===== config.mk =====
export PLATFORM = sky130hd
export DESIGN_NAME = length_prefix_deframer_core
export DESIGN_NICKNAME = d
export VERILOG_FILES = /design/src/design/lpd_pkg.sv /design/src/design/lpd_front.sv /design/src/design/lpd_queue.sv /design/src/design/lpd_back.sv /design/src/design/length_prefix_deframer_core.sv
export VERILOG_INCLUDE_DIRS = /design/src /design/src/design
export SDC_FILE = /design/constraint.sdc
export NUM_CORES = 1
export LEC_CHECK = 0
export ABC_AREA = 1
export BUFFER_PORTS_ARGS = -buffer_cell sky130_fd_sc_hd__buf_2
export CORE_UTILIZATION = 65
export DETAILED_ROUTE_END_ITERATION = 8
export PLACE_DENSITY = 0.87
export SETUP_SLACK_MARGIN = 0.02
export SYNTH_ARGS = -nofsm -noshare
export SYNTH_HDL_FRONTEND = slang
export SYNTH_SLANG_ARGS = --single-unit

===== constraint.sdc =====
create_clock -name clk -period 4.4 [get_ports clk]
set_clock_uncertainty 0.2 [all_clocks]
set_input_delay 0.44 -clock clk [delete_from_list [all_inputs] [get_ports clk]]
set_output_delay 0.44 -clock clk [all_outputs]
set_load 0.03 [all_outputs]

===== src/design/length_prefix_deframer_core_macros.svh =====
// assertion macros for the length prefix deframer
`ifndef LENGTH_PREFIX_DEFRAMER_CORE_MACROS_SVH
`define LENGTH_PREFIX_DEFRAMER_CORE_MACROS_SVH
`ifndef NO_ASSERTIONS
`define LPD_ASSERT_IMP(lbl, c, r, a, b, m) \
	lbl: assert property (@(posedge c) disable iff (!r) (a) |-> (b)) else $error(m);
`define LPD_ASSERT_NXT(lbl, c, r, a, b, m) \
	lbl: assert property (@(posedge c) disable iff (!r) (a) |=> (b)) else $error(m);
`else
`define LPD_ASSERT_IMP(lbl, c, r, a, b, m)
`define LPD_ASSERT_NXT(lbl, c, r, a, b, m)
`endif
`endif


===== src/design/lpd_pkg.sv =====
// shared types and constants of the length prefix deframer
`timescale 1ns / 1ps
`default_nettype none
package lpd_pkg;
	localparam int HDR_LEN = 4;
	localparam int HDR_CNT_W = $clog2(HDR_LEN);
	localparam logic [HDR_CNT_W-1:0] HDR_LAST = HDR_CNT_W'(HDR_LEN - 1);
	localparam int HDR_KEEP_W = 24;
	localparam int LEN_W = 32;
	localparam logic [LEN_W-1:0] RESET_MAX_LEN = 32'd65536;
	localparam int QUEUE_DEPTH = 4;
	localparam int QPTR_W = $clog2(QUEUE_DEPTH);
	localparam int QCNT_W = $clog2(QUEUE_DEPTH + 1);

	typedef enum logic [1:0] {
		KIND_PAYLOAD  = 2'd0,
		KIND_EMPTY    = 2'd1,
		KIND_OVERSIZE = 2'd2
	} lpd_kind_t;

	typedef struct packed {
		lpd_kind_t  kind;
		logic [7:0] data;
		logic       last;
	} lpd_result_t;
endpackage
`default_nettype wire


===== src/design/lpd_front.sv =====
// front end: header collection, length check and result classification
`timescale 1ns / 1ps
`default_nettype none
`include "length_prefix_deframer_core_macros.svh"
module lpd_front import lpd_pkg::*; (
	input  wire logic              clk,
	input  wire logic              arst_n,
	input  wire logic              in_valid,
	input  wire logic              in_stall,
	input  wire logic [7:0]        data_byte,
	input  wire logic              cfg_wr_en,
	input  wire logic [LEN_W-1:0]  cfg_wr_data,
	output      logic              push,
	output      lpd_result_t       push_data
);
	logic [HDR_KEEP_W-1:0] hdr_q;
	logic [HDR_CNT_W-1:0]  hcnt_q;
	logic                  in_pay_q;
	logic [LEN_W-1:0]      rem_q;
	logic                  err_q;
	logic [LEN_W-1:0]      max_q;

	logic             take;
	logic             is_pay;
	logic             hdr_done;
	logic [LEN_W-1:0] len;
	logic             over;
	logic             res_valid;

	assign take     = in_valid && !in_stall;
	assign is_pay   = in_pay_q && (rem_q != '0);
	assign hdr_done = (hcnt_q == HDR_LAST);
	assign len      = {hdr_q, data_byte};
	assign over     = (len > max_q);

	always_comb begin
		res_valid      = 1'b0;
		push_data.kind = KIND_PAYLOAD;
		push_data.data = 8'd0;
		push_data.last = 1'b0;
		priority if (err_q) begin
			res_valid = 1'b0;
		end else if (is_pay) begin
			res_valid      = 1'b1;
			push_data.data = data_byte;
			push_data.last = (rem_q == LEN_W'(1));
		end else if (!hdr_done) begin
			res_valid = 1'b0;
		end else if (over) begin
			res_valid      = 1'b1;
			push_data.kind = KIND_OVERSIZE;
		end else if (len == '0) begin
			res_valid      = 1'b1;
			push_data.kind = KIND_EMPTY;
			push_data.last = 1'b1;
		end else begin
			res_valid = 1'b0;
		end
	end

	assign push = take && res_valid;

	always_ff @(posedge clk or negedge arst_n) begin
		if (!arst_n) begin
			max_q <= RESET_MAX_LEN;
		end else if (cfg_wr_en) begin
			max_q <= cfg_wr_data;
		end
	end

	always_ff @(posedge clk or negedge arst_n) begin
		if (!arst_n) begin
			hdr_q    <= '0;
			hcnt_q   <= '0;
			in_pay_q <= 1'b0;
			rem_q    <= '0;
			err_q    <= 1'b0;
		end else if (take && !err_q) begin
			if (is_pay) begin
				rem_q <= rem_q - LEN_W'(1);
				if (rem_q == LEN_W'(1)) begin
					in_pay_q <= 1'b0;
				end
			end else begin
				if (!hdr_done) begin
					in_pay_q <= 1'b0;
					hdr_q    <= {hdr_q[HDR_KEEP_W-9:0], data_byte};
					hcnt_q   <= hcnt_q + HDR_CNT_W'(1);
				end else begin
					hdr_q    <= '0;
					hcnt_q   <= '0;
					in_pay_q <= !over && (len != '0);
					if (over) begin
						err_q <= 1'b1;
					end else if (len != '0) begin
						rem_q <= len;
					end
				end
			end
		end
	end

	`LPD_ASSERT_NXT(a_err_sticky, clk, arst_n, err_q, err_q, "error flag cleared")
	`LPD_ASSERT_IMP(a_hdr_idle_in_pay, clk, arst_n, in_pay_q, hcnt_q == '0,
		"header count nonzero in payload")
endmodule
`default_nettype wire


===== src/design/lpd_queue.sv =====
// short result queue between front and back
`timescale 1ns / 1ps
`default_nettype none
`include "length_prefix_deframer_core_macros.svh"
module lpd_queue import lpd_pkg::*; (
	input  wire logic        clk,
	input  wire logic        arst_n,
	input  wire logic        push,
	input  wire lpd_result_t push_data,
	output      logic        full,
	input  wire logic        pop,
	output      lpd_result_t pop_data,
	output      logic        empty
);
	lpd_result_t        mem_q [QUEUE_DEPTH];
	logic [QPTR_W-1:0]  wr_q;
	logic [QPTR_W-1:0]  rd_q;
	logic [QCNT_W-1:0]  cnt_q;

	assign full     = (cnt_q == QCNT_W'(QUEUE_DEPTH));
	assign empty    = (cnt_q == '0);
	assign pop_data = mem_q[rd_q];

	always_ff @(posedge clk) begin
		if (push) begin
			mem_q[wr_q] <= push_data;
		end
	end

	always_ff @(posedge clk or negedge arst_n) begin
		if (!arst_n) begin
			wr_q  <= '0;
			rd_q  <= '0;
			cnt_q <= '0;
		end else begin
			if (push) begin
				wr_q <= wr_q + QPTR_W'(1);
			end
			if (pop) begin
				rd_q <= rd_q + QPTR_W'(1);
			end
			unique case ({push, pop})
				2'b10:   cnt_q <= cnt_q + QCNT_W'(1);
				2'b01:   cnt_q <= cnt_q - QCNT_W'(1);
				default: cnt_q <= cnt_q;
			endcase
		end
	end

	`LPD_ASSERT_IMP(a_no_overflow, clk, arst_n, push, !full, "push into full queue")
	`LPD_ASSERT_IMP(a_no_underflow, clk, arst_n, pop, !empty, "pop from empty queue")
endmodule
`default_nettype wire


===== src/design/lpd_back.sv =====
// back end: output register fed from the result queue
`timescale 1ns / 1ps
`default_nettype none
module lpd_back import lpd_pkg::*; (
	input  wire logic        clk,
	input  wire logic        arst_n,
	input  wire logic        q_empty,
	input  wire lpd_result_t q_data,
	output      logic        pop,
	output      logic        out_valid,
	input  wire logic        out_stall,
	output      logic [1:0]  result_kind,
	output      logic [7:0]  payload_byte,
	output      logic        frame_last
);
	logic        vld_q;
	lpd_result_t res_q;

	assign pop = !q_empty && (!vld_q || !out_stall);

	always_ff @(posedge clk or negedge arst_n) begin
		if (!arst_n) begin
			vld_q <= 1'b0;
		end else if (!vld_q || !out_stall) begin
			vld_q <= !q_empty;
		end
	end

	always_ff @(posedge clk) begin
		if (pop) begin
			res_q <= q_data;
		end
	end

	assign out_valid    = vld_q;
	assign result_kind  = res_q.kind;
	assign payload_byte = res_q.data;
	assign frame_last   = res_q.last;
endmodule
`default_nettype wire


===== src/design/length_prefix_deframer_core.sv =====
// top level of the length prefix deframer
`timescale 1ns / 1ps
`default_nettype none
// Splits a byte stream into frames, each led by a 4-byte big-endian length header.
// One byte is taken per clock while in_valid is high and in_stall is low; every
// byte is classified in the cycle it is taken. Results (payload byte, empty frame,
// oversize error) go into a four-entry queue and then into an output register.
// in_stall rises only while the queue holds four results waiting on a stalled
// output. After an oversize header every later byte is taken and dropped until
// reset. max_frame_length resets to 65536 and is written through cfg_wr_en and
// cfg_wr_data; the user must write it only while idle (not enforced by the block).
module length_prefix_deframer_core import lpd_pkg::*; (
	input  wire logic        clk,
	input  wire logic        arst_n,
	input  wire logic        in_valid,
	output      logic        in_stall,
	input  wire logic [7:0]  data_byte,
	input  wire logic        cfg_wr_en,
	input  wire logic [31:0] cfg_wr_data,
	output      logic        out_valid,
	input  wire logic        out_stall,
	output      logic [1:0]  result_kind,
	output      logic [7:0]  payload_byte,
	output      logic        frame_last
);
	logic        push;
	lpd_result_t push_data;
	logic        q_full;
	logic        q_empty;
	logic        pop;
	lpd_result_t pop_data;

	assign in_stall = q_full;

	lpd_front u_front (
		.clk         (clk),
		.arst_n      (arst_n),
		.in_valid    (in_valid),
		.in_stall    (in_stall),
		.data_byte   (data_byte),
		.cfg_wr_en   (cfg_wr_en),
		.cfg_wr_data (cfg_wr_data),
		.push        (push),
		.push_data   (push_data)
	);

	lpd_queue u_queue (
		.clk       (clk),
		.arst_n    (arst_n),
		.push      (push),
		.push_data (push_data),
		.full      (q_full),
		.pop       (pop),
		.pop_data  (pop_data),
		.empty     (q_empty)
	);

	lpd_back u_back (
		.clk          (clk),
		.arst_n       (arst_n),
		.q_empty      (q_empty),
		.q_data       (pop_data),
		.pop          (pop),
		.out_valid    (out_valid),
		.out_stall    (out_stall),
		.result_kind  (result_kind),
		.payload_byte (payload_byte),
		.frame_last   (frame_last)
	);
endmodule
`default_nettype wire

# Word level (Yosys, flattened, before mapping)
# Memories as Yosys holds them, arrays and structs flattened. A register that Yosys moved wholly into a read port is not among the register bits.
# Index checks and enable logic that the tools add are counted.
[word_totals]
reg_bits = 100
ram_bits = 44
input_bits = 45
n_memories = 1
[classes]
muxes = 26
n_addsub = 6
magnitude_cmp = 1
eq_ne = 7
reduce_logical = 24
bitwise_logic = 1
[memory_table]
columns = ["name", "depth", "word_bits", "read_ports", "rd_ports_with_merged_regs", "wr", "line", "source"]
rows = [
  ["u_queue.mem_q", 4, 11, 1, 1, 1, "lpd_queue.sv:15", "lpd_result_t mem_q [QUEUE_DEPTH];"],
]
[op_table]
columns = ["cell", "n"]
rows = [
  ["32-bit 2-to-1 mux", 4],
  ["32-bit nonzero test", 2],
  ["32-bit by 1-bit equality test with 1-bit output, second input constant", 1],
  ["32-bit greater-than comparator", 1],
  ["32-bit logical NOT", 1],
  ["32-bit by 1-bit subtractor with 32-bit output, second input constant", 1],
  ["24-bit 2-to-1 mux", 1],
  ["1-bit 2-to-1 mux", 14],
  ["11-bit 2-to-1 mux", 1],
  ["2-bit 2-to-1 mux", 4],
  ["8-bit 2-to-1 mux", 1],
  ["4-bit AND reduction", 2],
  ["2-bit by 1-bit adder with 2-bit output, second input constant", 3],
  ["1-bit logical AND", 6],
  ["1-bit logical NOT", 6],
  ["3-bit one-hot mux with 2 select lines", 1],
  ["2-bit nonzero test", 3],
  ["2-bit equality test, second input constant", 2],
  ["2-bit AND reduction", 2],
  ["3-bit by 1-bit adder with 3-bit output, second input constant", 1],
  ["3-bit equality test, second input constant", 1],
  ["3-bit logical NOT", 1],
  ["3-bit by 1-bit subtractor with 3-bit output, second input constant", 1],
  ["2-bit by 1-bit equality test with 1-bit output, second input constant", 1],
  ["4 further kinds", 4],
]

# Longest topological paths before layout
# Gate-level depths: netlist (run 1).
[logic_depth]
word_depth = 9
ltp_mapped = 22

# By module
# From an unflattened synthesis (run 1), not the netlist that was laid out.
[hier_totals]
cells_unflattened = 976
hier_area_um2 = 8306.7
[by_module_without_submodules]
columns = ["module", "instances", "cells_each", "seq_area_each_um2", "area_per_inst_um2"]
rows = [
  ["lpd_front", 1, 784, 2303.5, 5748.0],
  ["lpd_queue", 1, 177, 1496.4, 2187.1],
  ["lpd_back", 1, 15, 355.3, 371.6],
]

# Worst setup path before layout (run 1)
# Ideal clock, no wire load.
[synth_timing]
path_type = "input to register"
start = "input port data_byte[7]"
end = "register u_queue.cnt_q[2]"
stages = 17
path_slack_ps = 1573
required_time_ps = 4069
arrival_ps = 2496
n_path_buf = 0
cell_sequence = "ha_1 -> a21o_1 -> nor2_1 -> nand2_1 -> nand2_1 -> nand2_1 -> nand2_1 -> nand2_1 -> nand3_1 -> nand2_1 -> nand2_1 -> ha_1 -> inv_1 -> fa_1 -> a21oi_1 -> o21ai_0 -> xor2_1"
[synth_between]
elab_chain_len = 9
elab_cells_between_ends = 12
cone_classes = "order compare (1); eq/ne (2); mux (6); reduce/logical (3)"
[synth_rtl]
columns = ["element", "line", "source"]
rows = [
  ["from (decl)", "length_prefix_deframer_core.sv:17", "input wire logic [7:0] data_byte,"],
  ["branches (longest 2 deep; another with 32-bit greater-than comparator)", "-", ""],
  ["1-bit 2-to-1 mux (*)", "lpd_front.sv:49", "end else if (over) begin"],
  ["1-bit 2-to-1 mux (*)", "lpd_front.sv:47", "end else if (!hdr_done) begin"],
  ["1-bit 2-to-1 mux (*)", "lpd_front.sv:43", "end else if (is_pay) begin"],
  ["1-bit 2-to-1 mux (*)", "lpd_front.sv:41", "priority if (err_q) begin"],
  ["1-bit logical AND (*)", "lpd_front.sv:61", "assign push = take && res_valid;"],
  ["2-bit by 1-bit equality test with 1-bit output / 2-bit equality test (equally long branches)", "lpd_queue.sv:42", "unique case ({push, pop})"],
  ["3-bit one-hot mux with 2 select lines / 2-bit nonzero test (equally long branches)", "-", ""],
  ["to (signal assigned)", "lpd_queue.sv:43", "2'b10: cnt_q <= cnt_q + QCNT_W'(1);"],
  ["to (signal assigned)", "lpd_queue.sv:44", "2'b01: cnt_q <= cnt_q - QCNT_W'(1);"],
  ["to (signal assigned)", "lpd_queue.sv:45", "default: cnt_q <= cnt_q;"],
  ["to (decl)", "lpd_queue.sv:18", "logic [QCNT_W-1:0] cnt_q;"],
]
# Every way passes the cells marked *.
# A chain may end at the register's enable or synchronous reset.

# Worst setup path in the final report (run 1)
[layout_timing]
start = "register u_front.max_q[16]"
end = "register u_queue.cnt_q[2]"
[layout_between]
elab_chain_len = 8
elab_cells_between_ends = 10
cone_classes = "order compare (1); eq/ne (2); mux (5); reduce/logical (2)"
[layout_rtl]
columns = ["element", "line", "source"]
rows = [
  ["from (decl)", "lpd_front.sv:21", "logic [LEN_W-1:0] max_q;"],
  ["from (signal assigned)", "lpd_front.sv:67", "max_q <= cfg_wr_data;"],
  ["32-bit greater-than comparator (*)", "lpd_front.sv:34", "assign over = (len > max_q);"],
  ["1-bit 2-to-1 mux (*)", "lpd_front.sv:49", ""],
  ["1-bit 2-to-1 mux (*)", "lpd_front.sv:47", ""],
  ["1-bit 2-to-1 mux (*)", "lpd_front.sv:43", ""],
  ["1-bit 2-to-1 mux (*)", "lpd_front.sv:41", ""],
  ["1-bit logical AND (*)", "lpd_front.sv:61", ""],
  ["2-bit by 1-bit equality test with 1-bit output / 2-bit equality test (equally long branches)", "lpd_queue.sv:42", ""],
  ["3-bit one-hot mux with 2 select lines / 2-bit nonzero test (equally long branches)", "-", ""],
]
# Every way passes the cells marked *; elsewhere a longest branch is shown, timed or not.

==> impl_metrics.toml, run 1 <==
[floorplan]
fp.dieH_um = 114
start_util = 0.673
die-area_sq_um = 13000
die_x_um = 114
core_sq_um = 12100
ios = 58
num_rows = 40

[logic_synthesis]
synth_top_area_frac = 0.304
synth.area.top_cells = "dfrtp_1 30%, edfxtp_1 20%, nand2_1 13%, ha_1 6.3%, nor2_1 5.4%"
ys.flop_type = "dfrtp_1"
synthCells = 970
syn_avg_cell_area_sq_um = 8.40
yosys.area.top_type = "dfrtp_1"
synth_area_sq_um = 8150
yosys_warnings = 0
synthesis.nets = 1057
synth-edff-count = 55
synth_cell_types = 33
async_flop_share = 0.645
yosysSeqAreaShare = 0.510
synth-seq-cells = 155

[min_path]
hold_start = "cfg_wr_data[10]"
min_path_type = "in2reg"

[placement]
hpwl_um = 13300
port-buffer-count = 57
gp_congestion = 0.973
placed_cell_area_sq_um = 8550

[sta]
setup_viol = 0
rsz0062_at_grt = "no"
period_minus_slack_ns = 3.53
tightest_slew_ns = 0.883
relSlewSlack = 0.411
final.setup.tns_ns = 0
drv_slew = 0
period_share = 0.801
fmax_ghz = 0.284
finalHoldViolations = 0

[cells_and_area]
final_cell_mix = "282 x nand2_1, 118 x nor2_1, 99 x dfrtp_1"
design_area_sq_um = 9130
layout_commonest_cell = "nand2_1"
drive_above_1_share = 0.102
nets = 1107
syn_to_final_growth_pct = 12.0
antenna_cells = 0

[power_and_ir_drop]
vdd_drop_max_uv = 245
p_leak_nw = 4.59
pwr_density_cell_nw_per_um2 = 413

[outcome]
status = "finished, final reports clean"

[route]
dr.pass1.iters = 5
drt_iter0_markers = 652
num_vias = 6923
antenna_left = 0
routed_wl_um = 19600
drcViolationCount = 0
wl_per_cell_um = 16.3
viasPerCell = 5.76

[clocking]
cts_resized = 0
h-tree-depth = 4
cts_tree = "built"
clockBufferDepth = 2
path_clk_slew_ns = 0.06
postCtsSetupRepairBufs = 0
cts-root-buf = "clkbuf_16"
numClockSinks = 155
clk_latency_ns = 0.42
numCtsBuffers = 17

[worst_setup_path]
path_max_fanout = 7
crit_start = "u_front.max_q[16]$_DFFE_PN1P_"
worstPathArrival_ns = 3.62
crit_type = "reg2reg"
end_kind = "flop"
critPathRequiredTime_ns = 4.50
r2r_start = "u_front.max_q[16]$_DFFE_PN1P_"
start_kind = "flop"

[grt]
grt_max_degree = 64
antenna_found_initial = 0
globalRouteOverflowTotal = 0
met2_usage = 0.563
globalRouteMet3Util = 0.0574
grt.total_usage = 0.327
grt_pass1_wl_um = 32400
grt_pass1_vias = 6830
grtUsageMet1 = 0.385
busiest_layer = "met2"

[flow_run]
drv_cap = 0
## worst max-delay path, cell delays in order (launching register included)
cell and delay [ns]:
dfstp_2 0.51, inv_1 0.04, ha_1 0.19, nand2_1 0.07, nand2_1 0.07, nand2_1 0.07
nand2_1 0.06, nand2_1 0.07, nand3_1 0.11, a21oi_1 0.26, nand2_1 0.14, nand3_1 0.15
nand2_1 0.11, nand2_1 0.22, ha_1 0.21, inv_1 0.08, fa_1 0.40, a21oi_1 0.16
o21ai_0 0.11, xor2_1 0.15
## where the power goes
| part | internal (W) | switching, W | total [W] |
|---|---|---|---|
| Clock | 0.000832 | 0.000586 | 0.00142 |
| Sequential | 0.00163 | 0.0000817 | 0.00171 |
| Combinational | 0.000199 | 0.000446 | 0.000645 |
| Total | 0.00266 | 0.00111 | 0.00377 |
## sequential cells by signal, indices dropped and copies added (netlist names), 2 cells and up
name and count:
u_front.hdr_q 24, u_queue.mem_q 44, u_queue.wr_q 2, u_front.rem_q 32, u_front.max_q 32, u_back.payload_byte 8, u_queue.rd_q 2, u_front.hcnt_q 2
u_back.result_kind 2, u_queue.cnt_q 3
## through the flow
stage	hold slack [ns]	util	std cells	total power [W]	setup slack [ns]
after floorplan	-0.0556	-	970	0.00217	1.57
after global placement	0.263	0.706	1168	0.00234	1.16
after detailed placement	0.289	0.706	1168	0.00237	1.12
after CTS	0.0137	0.754	1201	0.00379	0.951
after global routing	0.0309	0.754	1201	0.00392	0.639
final	0.0182	0.754	1201	0.00377	0.874
## final cells by class
class	instances	area, sq um
Clock buffer	17	425
Inverter	98	368
Tap cell	168	210
Multi-Input combinational cell	680	3450
Clock inverter	15	148
Timing Repair Buffer	68	373
Sequential cell	155	4160
Fill cell	861	2980
## logic make-up after synthesis
kind of cell,after synthesis,synth area share
compound gates,136,0.0915
xor+xnor,24,0.0258
fa+ha+maj,42,0.0654
buf+inv,135,0.0669
flops,155,0.510
mux,1,0.00138
simple gates,477,0.239
## cells in the mapped netlist (3+ instances only)
cell,count
xnor2_1,12
a21boi_0,3
nor4_1,4
dfrtp_1,99
o21ai_1,4
nor3_1,3
nand3_1,26
o22ai_1,26
xor2_1,12
a21oi_1,14
ha_1,41
edfxtp_1,55
buf_2,4
buf_4,7
nand2_1,282
o21ai_0,83
inv_1,96
nand4_1,40
nor2_1,118
clkbuf_1,25
## worst paths after layout
check                                                endpoint  slack, ns  cells past startpoint
worst min-delay path            u_front.max_q[10]$_DFFE_PN0P_       0.02                      3
max in group asynchronous       u_front.max_q[16]$_DFFE_PN1P_       2.52                      3
min in group asynchronous        u_front.max_q[4]$_DFFE_PN0P_       0.45                      2
worst min register to register   u_queue.cnt_q[0]$_DFFE_PN0P_       0.30                      1
worst max register to register   u_queue.cnt_q[2]$_DFFE_PN0P_       0.87                     19
worst max-delay path             u_queue.cnt_q[2]$_DFFE_PN0P_       0.87                     19
## layer usage
| layer | share of wire | wire length, um |
|---|---|---|
| met3 | 0.059 | 1160 |
| met5 | 0 | 0 |
| met2 | 0.49 | 9580 |
| met4 | 0.055 | 1080 |
| met1 | 0.40 | 7740 |
## repair_timing
item	in CTS	in global routing
setup endpoints to repair	0	0
hold buffers	1	0
endpoints found under the hold margin	61	0
Note: power is estimated with default switching activity, not from simulation.
==> run 2, diff against run 1 <==
ABC_AREA = 0   (was 1)
CORE_UTILIZATION = 54   (was 65)
PLACE_DENSITY = 0.78   (was 0.87)
clock period = 3.1 ns   (was 4.4 ns; I/O delays follow)
==> impl_metrics.toml, run 2 <==
[floorplan]
num_rows = 43
die-area_sq_um = 14600
core_sq_um = 13800
fp.dieH_um = 121
ios = 58
start_util = 0.552
die_x_um = 121

[grt]
grt.total_usage = 0.312
antenna_found_initial = 0
grt_pass1_wl_um = 34000
grt_pass1_vias = 6626
grt_max_degree = 57
globalRouteOverflowTotal = 0

[placement]
hpwl_um = 14500
gp_congestion = 0.928
port-buffer-count = 57
dpl.cell_count = 993

[worst_setup_path]
rr_worst_depth = 14
critPathSlowestCell = "dfrtp_1"
r2r_start = "u_front.hdr_q[1]$_DFFE_PN0P_"
path_max_fanout = 2
start_kind = "flop"
reg2reg_slack_ns = -0.06
cp_common_cell = "xor2_1"
reg2reg_to = "u_queue.cnt_q[2]$_DFFE_PN0P_"
critPathTopFamily = "adder cells"
path_buf_inv = 3
critPathRequiredTime_ns = 3.26
path_cells = "ha_1 -> nand4_1 -> nor4_2 -> buf_4 -> a22oi_2 -> o21ai_4 -> a21oi_2 -> inv_1 -> ha_2 -> inv_2 -> fa_2 -> xor2_1 -> nor2_1 -> xor2_1"
critical_path_cell_count = 14
crit_path_max_incr_delay_ns = 0.40
end_kind = "flop"
crit_type = "reg2reg"
worstPathArrival_ns = 3.32

[cells_and_area]
regMostFlops = "u_queue.mem_q"
syn_to_final_growth_pct = 30.0
layout_commonest_cell = "nand2_1"
antenna_cells = 0
ff_latch_area_sq_um = 4160
top_regs = "u_queue.mem_q: 44 flops, u_front.max_q: 32 flops, u_front.rem_q: 32 flops"
final_cell_mix = "106 x nand2_1, 98 x dfrtp_1, 93 x buf_4"
largest_reg_flops = 44
instances_no_fill = 1070
multi_input_area_sq_um = 3350
final_util = 0.717
nFillCells = 892
nets = 964
drive_above_1_share = 0.275

[power_and_ir_drop]
p_comb_frac = 0.389
clockPowerShare = 0.240
p_seq_frac = 0.372
pwr_density_cell_nw_per_um2 = 888
p_int_w = 0.00541
vdd_drop_max_uv = 479
p_leak_nw = 4.37
p_sw_w = 0.00340
p_sw_frac = 0.386

[clocking]
clockBufferDepth = 2
h-tree-depth = 4
clk_latency_ns = 0.45
cts_tree = "built"
cts-root-buf = "clkbuf_16"
numClockSinks = 155
numCtsBuffers = 17
path_clk_slew_ns = 0.07

[logic_synthesis]
yosys.area.top_type = "dfrtp_1"
yosys.area_share.simple = 0.154
synth_cell_types = 69
synth-seq-cells = 155
synthesis.nets = 787
syn_avg_cell_area_sq_um = 10.9
yosys-top-cells-count = "106 x nand2_1, 99 x dfrtp_1, 66 x o21ai_0"
synth.area.top_cells = "dfrtp_1 32%, edfxtp_1 22%, ha_1 6.7%, nand2_1 5.2%, o21ai_0 4.3%"
synth_top_family_by_area = "simple AND/OR/NAND/NOR gates"
synth_area_sq_um = 7630
synthCells = 700
synth_mux_area_frac = 0.0369
synth_fa_ha_area_frac = 0.0698
synth_top_area_frac = 0.325
ys.flop_type = "dfrtp_1"
async_flop_share = 0.645
synth_xor_area_frac = 0.00689
synth_most_common_cell = "nand2_1"
synth-edff-count = 55
yosysSeqAreaShare = 0.545
yosys_warnings = 0
synth_compound_area_frac = 0.147

[min_path]
worstHoldPathCells = 3
min_path_type = "in2reg"
holdPathEnd = "u_front.rem_q[2]$_DFFE_PN0P_"
hold_start = "data_byte[2]"

[sta]
fmax_ghz = 0.316
layout_setup_ws_ns = -0.0632
period_share = 1.02
drv_slew = 0
tightest_slew_ns = 0.797
period_minus_slack_ns = 3.16
relSlewSlack = 0.468
rsz0062_at_grt = "yes"
setup_viol = 1
finalHoldViolations = 0

[route]
viasPerCell = 6.09
met2_length_um = 10900
antenna_left = 0
wl_per_cell_um = 20.0
wl_met3_um = 1480
routed_wl_um = 21400
drcViolationCount = 0
met1Wirelength_um = 8070
num_vias = 6512
maxUsedRoutingLayer = "met4"
dr.pass1.iters = 7
drt_iter0_markers = 690

[outcome]
violations = "setup timing"
status = "complete, but fails checks"

[flow_run]
drv_cap = 0
## run 2: power by group through the flow
| stage | sequential, W | combinational [W] | clock, W |
|---|---|---|---|
| after floorplan | 0.00329 | 0.00181 | 0 |
| after global placement | 0.00321 | 0.00298 | 0 |
| after detailed placement | 0.00326 | 0.00313 | 0 |
| after CTS | 0.00323 | 0.00325 | 0.00212 |
| after global routing | 0.00333 | 0.00373 | 0.00220 |
| final | 0.00327 | 0.00342 | 0.00211 |
## run 2: final cells by class
cell class	count	area share
Tap cell	180	0.0227
Inverter	49	0.0185
Clock buffer	17	0.0429
Timing Repair Buffer	188	0.142
Clock inverter	15	0.0173
Multi-Input combinational cell	466	0.337
Sequential cell	155	0.419
## run 2: worst max-delay path by stage
stage | start | endpoint | slack, ns
2_1_floorplan | u_front.rem_q[21]$_DFFE_PN0P_ | u_queue.cnt_q[2]$_DFFE_PN0P_ | 0.009
3_3_place_gp | u_front.max_q[16]$_DFFE_PN1P_ | u_queue.cnt_q[2]$_DFFE_PN0P_ | -0.06
3_5_place_dp | u_front.hdr_q[7]$_DFFE_PN0P_ | u_queue.mem_q[1][0]$_DFFE_PP_ | -0.18
4_1_cts | u_front.hdr_q[15]$_DFFE_PN0P_ | u_queue.cnt_q[2]$_DFFE_PN0P_ | 0.02
5_1_grt | u_front.hdr_q[1]$_DFFE_PN0P_ | u_queue.cnt_q[2]$_DFFE_PN0P_ | -0.13
6_report | u_front.hdr_q[1]$_DFFE_PN0P_ | u_queue.cnt_q[2]$_DFFE_PN0P_ | -0.06
## run 2: logic make-up after synthesis
kind of cell	Yosys count
multiplexers	14
AO/OA/AOI/OAI	175
adder cells (fa/ha/maj)	42
flip-flops	155
buffers and inverters	79
XOR/XNOR	6
AND/OR/NAND/NOR	229
## run 2: tightest hold or removal path, stage by stage
cell,delay [ns]
buf_2,0.12
inv_1,0.16
a211oi_1,0.10
## run 2: routing by layer
layer  up-vias  track usage
li1       2915            -
met4         0        0.172
met2       321        0.527
met3        79       0.0587
met5         -            0
met1      3197        0.377
## run 2: timing repair
action	in CTS	in global routing
setup endpoints to repair	10	64
pin swaps	6	14
hold buffers	34	0
hold endpoints to repair	85	0
setup buffers	2	9
resized for setup	11	17
## run 2: per-stage QoR
| stage | hold slack, ns | setup TNS, ns | area (sq um) | total power, W | setup WS [ns] |
|---|---|---|---|---|---|
| floorplan | -0.186 | 0 | 7650 | 0.00510 | 0.00861 |
| global placement | 0.223 | -0.200 | 8740 | 0.00619 | -0.0618 |
| detailed placement | 0.239 | -1.47 | 8740 | 0.00639 | -0.176 |
| CTS | 0.0596 | 0 | 9760 | 0.00860 | 0.0202 |
| global route | 0.0768 | -0.173 | 9920 | 0.00926 | -0.132 |
| finish | 0.0905 | -0.0632 | 9920 | 0.00881 | -0.0632 |
